**config.mk**
```make
export PLATFORM = sky130hd
export DESIGN_NAME = rau_front
export DESIGN_NICKNAME = d
export VERILOG_FILES = /design/src/design/rau_pkg.sv /design/src/design/rau_front.sv
export SDC_FILE = /design/constraint.sdc
export NUM_CORES = 1
export LEC_CHECK = 0
export BUFFER_PORTS_ARGS = -buffer_cell sky130_fd_sc_hd__buf_2
export CORE_MARGIN = 2
export CORE_UTILIZATION = 30
export DETAILED_ROUTE_END_ITERATION = 16
export MAX_ROUTING_LAYER = met4
export PLACE_DENSITY = 0.5
export RECOVER_POWER = 50
export SLEW_MARGIN = 20
export SYNTH_ARGS = -nofsm -noshare
export SYNTH_HDL_FRONTEND = slang
export SYNTH_SLANG_ARGS = --single-unit
```
**constraint.sdc**
```tcl
create_clock -name clk_i -period 9.8 [get_ports clk_i]
set_input_delay 0.98 -clock clk_i [delete_from_list [all_inputs] [get_ports clk_i]]
set_output_delay 0.98 -clock clk_i [all_outputs]
set_load 0.005 [all_outputs]
```
**src/design/rau_pkg.sv**
```systemverilog
package rau_pkg;
  localparam int unsigned DefWordBits = 32;

  typedef enum logic [1:0] {
    CmdAdd = 2'd0,
    CmdSub = 2'd1,
    CmdMul = 2'd2,
    CmdDiv = 2'd3
  } cmd_e;

  typedef enum logic [1:0] {
    StOk       = 2'd0,
    StZeroDen  = 2'd1,
    StDivZero  = 2'd2,
    StOverflow = 2'd3
  } status_e;
endpackage

```
**src/design/rau_front.sv**
```systemverilog
module rau_front import rau_pkg::*; #(
  parameter int unsigned WordBits = DefWordBits
) (
  input  logic                  clk_i,
  input  logic                  rst_ni,
  input  logic                  start_i,
  output logic                  busy_o,
  input  logic [1:0]            command_i,
  input  logic [31:0]           left_numer_i,
  input  logic [31:0]           left_denom_i,
  input  logic [31:0]           right_numer_i,
  input  logic [31:0]           right_denom_i,
  output logic                  q_valid_o,
  input  logic                  q_pop_i,
  output logic [1:0]            q_cmd_o,
  output logic                  q_sa_o,
  output logic                  q_sb_o,
  output logic [WordBits-1:0]   q_man_o,
  output logic [WordBits-1:0]   q_mad_o,
  output logic [WordBits-1:0]   q_mbn_o,
  output logic [WordBits-1:0]   q_mbd_o,
  output logic [1:0]            q_status_o
);
  typedef struct packed {
    logic [1:0]          cmd;
    logic                sa;
    logic                sb;
    logic [WordBits-1:0] man;
    logic [WordBits-1:0] mad;
    logic [WordBits-1:0] mbn;
    logic [WordBits-1:0] mbd;
    logic [1:0]          status;
  } entry_t;

  entry_t ent_d, ent_q;
  logic   valid_q;

  function automatic logic [WordBits-1:0] mag(input logic [WordBits-1:0] v);
    mag = v[WordBits-1] ? (~v + 1'b1) : v;
  endfunction

  assign busy_o = valid_q;

  always_comb begin
    ent_d.cmd = command_i;
    ent_d.man = mag(left_numer_i[WordBits-1:0]);
    ent_d.mad = mag(left_denom_i[WordBits-1:0]);
    ent_d.mbn = mag(right_numer_i[WordBits-1:0]);
    ent_d.mbd = mag(right_denom_i[WordBits-1:0]);
    ent_d.sa  = left_numer_i[WordBits-1] ^ left_denom_i[WordBits-1];
    ent_d.sb  = right_numer_i[WordBits-1] ^ right_denom_i[WordBits-1];
    if (ent_d.mad == '0 || ent_d.mbd == '0) begin
      ent_d.status = StZeroDen;
    end else if (command_i == CmdDiv && ent_d.mbn == '0) begin
      ent_d.status = StDivZero;
    end else begin
      ent_d.status = StOk;
    end
  end

  always_ff @(posedge clk_i or negedge rst_ni) begin
    if (!rst_ni) begin
      valid_q <= 1'b0;
    end else if (start_i && !valid_q) begin
      valid_q <= 1'b1;
    end else if (q_pop_i) begin
      valid_q <= 1'b0;
    end
  end

  always_ff @(posedge clk_i) begin
    if (start_i && !valid_q) begin
      ent_q <= ent_d;
    end
  end

  assign q_valid_o  = valid_q;
  assign q_cmd_o    = ent_q.cmd;
  assign q_sa_o     = ent_q.sa;
  assign q_sb_o     = ent_q.sb;
  assign q_man_o    = ent_q.man;
  assign q_mad_o    = ent_q.mad;
  assign q_mbn_o    = ent_q.mbn;
  assign q_mbd_o    = ent_q.mbd;
  assign q_status_o = ent_q.status;
endmodule

```
Yosys cells after proc, flatten, opt, wreduce, memory -nomap -nowiden
Cells that the tools add are included.
W data, S select, Z words.

word-level totals
  flip-flop bits (word level) = 135
  bits in latches = 0
  memory bits (writable) = 0
  ROM bits = 0
  input bits = 134
  output and inout bits = 136
  word-level logic and storage cells = 36
  memories = 0

cells by class
  add/subtract/negate cells = 4
  multipliers = 0
  div/mod/pow operators = 0
  order comparisons = 0
  equality and inequality tests = 1
  shift operators = 0
  mux-type cells = 7
  bitwise operators = 6
  reductions and logical operators = 8

operators with widths
  operator                 count
  $add A32 B1 Y32 const B  4
  $not A32 Y32             4
  $logic_not A32 Y1        3
  $mux W32                 3
  $mux W31                 1
  $eq A2 B2 Y1 const B     1
  $logic_and A1 B1 Y1      2
  $mux W1                  2
  $mux W2                  1
  $reduce_bool A2 Y1       1
  $xor A1 B1 Y1            2
  $logic_not A1 Y1         1
  $logic_or A1 B1 Y1       1

Depth between registers and ports, before layout
  depth after elaboration = 6
  gate-level depth with buffers = 11
  gate-level depth less buffers = 10

Worst setup path after synthesis
OpenSTA, ideal clock, no wires.

  path kind = input -> register
  start = input port start_i
  end = register ent_q, in the netlist q_cmd_o[0], enable pin
  library setup time = 644 ps
  data arrival time = 6784 ps
  data required time = 9156 ps
  path slack = 2372 ps
  stages on the path = 1
  path buffers = 0
  cell sequence = nor2b_1

on the way
  longest elaborated chain between the ends = 1

ends and longest elaborated chain
  what                  line             RTL
  from (decl)           rau_front.sv:6   input logic start_i,
  $logic_and A1 B1 Y1   rau_front.sv:72  if (start_i && !valid_q) begin
  to (signal assigned)  rau_front.sv:73  ent_q <= ent_d;
  to (decl)             rau_front.sv:35  entry_t ent_d, ent_q;

Every way passes these cells.
A chain may end at the register's enable or synchronous reset.

Worst setup path in the final report
  start = input port start_i
  end = register ent_q, in the netlist q_mbd_o[22], enable pin

The elaborated chain is that of the path after synthesis.

==> results.cfg <==
[cts]
holdBufCountCts = 0
htree_num_levels = 4
cts_tree = yes
path_clk_slew_ns = 0.06
cts_buffers = 17
clock-sinks = 135
clk_latency_ns = 0.42
cts_setup_buffers = 0
cts-resized-gates = 0
cts_root_buf = clkbuf_16
cts_buffer_depth = 2

[logic_synthesis]
async_flop_share = 0.007407
synth-compound-area-share = 0.1246
synth_warnings = 0
yosys.area_share.simple = 0.1706
synth_edf_count = 134
netlist_instances = 642
synth-main-ff-cell = edfxtp_1
muxShareOfSynthArea = 0.005934
synth_area_sq_mm = 0.007591
yosysUniqueCellTypes = 62
synth_fa_ha_area_frac = 0.006593
ys_ff_latch = 135
synth_top_family_by_area = simple AND/OR/NAND/NOR gates
syn_nets = 780
ys_seq_area_frac = 0.5334
synth_xor_xnor_area_share = 0.1350
synth_area_per_cell_sq_um = 11.82

[pwr]
powerDensity_mw_per_mm2 = 169.0
max-vdd-ir-drop_v = 0.00009473
power_leakage_uw = 0.003260

[global_route]
grt_pass1_wl_mm = 32.73
grt_start_max_net_pins = 63
top_usage_layer = met2
grt_use_met2 = 0.2502
antenna_found_initial = 3
grt_pass1_vias = 5890
gr-total-overflow = 0
grtUsageTotal = 0.1627
global_route.usage.met1 = 0.2182
grtUsageMet3 = 0.02717

[sta]
hold_viol = 0
fin_ws_ns = 4.905
setup-tns-final_ns = 0
finalCritPeriodShare = 0.4995
final-max-slew-violation-count = 121
final.min_clock_period_ns = 4.895
worstMarginPinSlew_ns = 3.118
relSlewSlack = -1.083
grt_setup_unrepaired = false
maxClockFrequency_mhz = 204.3
skew_ns = 0.01076
setup_viol = 0

[floorplanning]
ios = 270
row_count = 58
initial_core_util = 0.3032
chipWidth_um = 163.1
die_y_um = 163.1
die_area_sq_mm = 0.02659
core_sq_mm = 0.02504

[critical_path]
worstPathArrival_ns = 4.93
cp_max_fo = 62
critical_path_class = input port to register
end_kind = register
rr_worst_depth = 3
worst_setup_path_start_kind = input port
crit_top_cell = buf_4
cpMaxStageDelayCell = nor2b_1
cp_cell_sequence = clkbuf_1 -> nor2b_1 -> buf_4 -> buf_4
crit_path_max_incr_delay_ns = 2.31
required_ns = 9.83
ff2ff_setup_slack_ns = 5.16

[placement]
port_buffers = 269
pre_cts_ws_ns = 5.636
place_congestion = 0.8218
placed_cells = 1214
dp_hpwl_mm = 16.13

[final_layout]
drive_above_1_share = 0.2459
fillCellCount = 2542
multi_input_area_sq_mm = 0.003356
nets = 1041
layout_common_cells = buf_2 (165), edfxtp_1 (134), xnor2_1 (110)
fin_cells = 1248
regArea_sq_mm = 0.004049
area_growth_pct = 28.37
final_common_cell = buf_2

[run_status]
run_status = finished with violations
violations = capacitance limit, slew limit

[route]
wl_per_cell_um = 17.05
first_pass_iters = 5
totalWireLength_mm = 21.28
drc = 0
ant_nets = 0
drtIter0Drc = 380
vias_per_cell = 4.874
vias = 6083

[worst_hold_path]
hold_class = input port to async pin

[job]
drv_cap = 3
## report_power, final
| part | switching (uW) | leakage (uW) | internal (uW) |
|---|---|---|---|
| logic | 140 | 0.00169 | 93.2 |
| clock network | 254 | 0.000309 | 451 |
| registers | 10.8 | 0.00126 | 698 |
## state kept, by name (all words and copies together), names as in the netlist
name	cells
q_cmd_o	2
q_man_o	32
busy_o	1
q_mbn_o	32
q_sb_o	1
q_status_o	2
q_mbd_o	32
q_sa_o	1
q_mad_o	32
## metal layers
layer | wire [um] | vias up
met1 | 9976 | 2867
met3 | 988 | 21
met5 | 0 | -
met4 | 356 | 0
li1 | - | 3027
met2 | 9958 | 168
## critical path: cells and delay by family
family                 cells  cell delay [ns]
and+or+nand+nor            1             2.31
buffers and inverters      3             1.58
## synth_stat cells, types with 5 or more instances
cell	n	area share
a21oi_1	9	0.0059
buf_1	5	0.0025
clkbuf_1	20	0.0099
edfxtp_1	134	0.53
inv_1	14	0.0069
nand2_1	46	0.023
nand2b_1	11	0.0091
nand3_1	10	0.0066
nand4_1	8	0.0066
nand4b_1	7	0.0081
nor2_1	23	0.011
nor3_1	22	0.015
nor4_1	18	0.015
nor4b_1	6	0.0069
o21ai_0	33	0.022
o31ai_1	26	0.026
o31ai_2	5	0.0082
o41ai_1	19	0.022
o41ai_2	7	0.015
or3_1	19	0.016
or4_1	18	0.018
xnor2_1	110	0.13
xor2_1	7	0.0081
## kinds of logic (layout without fill, tap and decap cells)
| group | after synthesis | after routing |
|---|---|---|
| compound gates | 122 | 122 |
| xor+xnor | 117 | 117 |
| fa+ha+maj | 4 | 4 |
| buf+inv | 43 | 316 |
| flops | 135 | 135 |
| mux | 4 | 4 |
| other cells | 0 | 3 |
| simple gates | 217 | 217 |
## area by class of cell
cell class | instances | area share
Sequential cell | 135 | 0.4155
Multi-Input combinational cell | 464 | 0.3444
Timing Repair Buffer | 271 | 0.1263
Clock buffer | 19 | 0.04443
Tap cell | 330 | 0.04237
Clock inverter | 12 | 0.02080
Inverter | 14 | 0.005393
Antenna cell | 3 | 0.0007704
## per-stage QoR
step	area, sq um	hold WS, ns	utilization	power [uW]
after floorplan	7591	0.5025	-	850.4
after global placement	9244	0.5452	0.3692	962.4
after detailed placement	9244	0.5532	0.3692	962.2
after CTS	9879	0.3082	0.3946	1673
after global routing	9744	0.3083	0.3892	1718
final	9744	0.3236	0.3892	1646
## worst paths after layout
path,from,to
max in group asynchronous,rst_ni,busy_o$_DFFE_PN0P_
min reg2reg,busy_o$_DFFE_PN0P_,busy_o$_DFFE_PN0P_
max reg2reg,busy_o$_DFFE_PN0P_,q_mbd_o[22]$_DFFE_PP_
min in group clk_i,busy_o$_DFFE_PN0P_,busy_o$_DFFE_PN0P_
min,rst_ni,busy_o$_DFFE_PN0P_
max,start_i,q_mbd_o[22]$_DFFE_PP_
No activity file was read; power rests on OpenSTA's default activity.
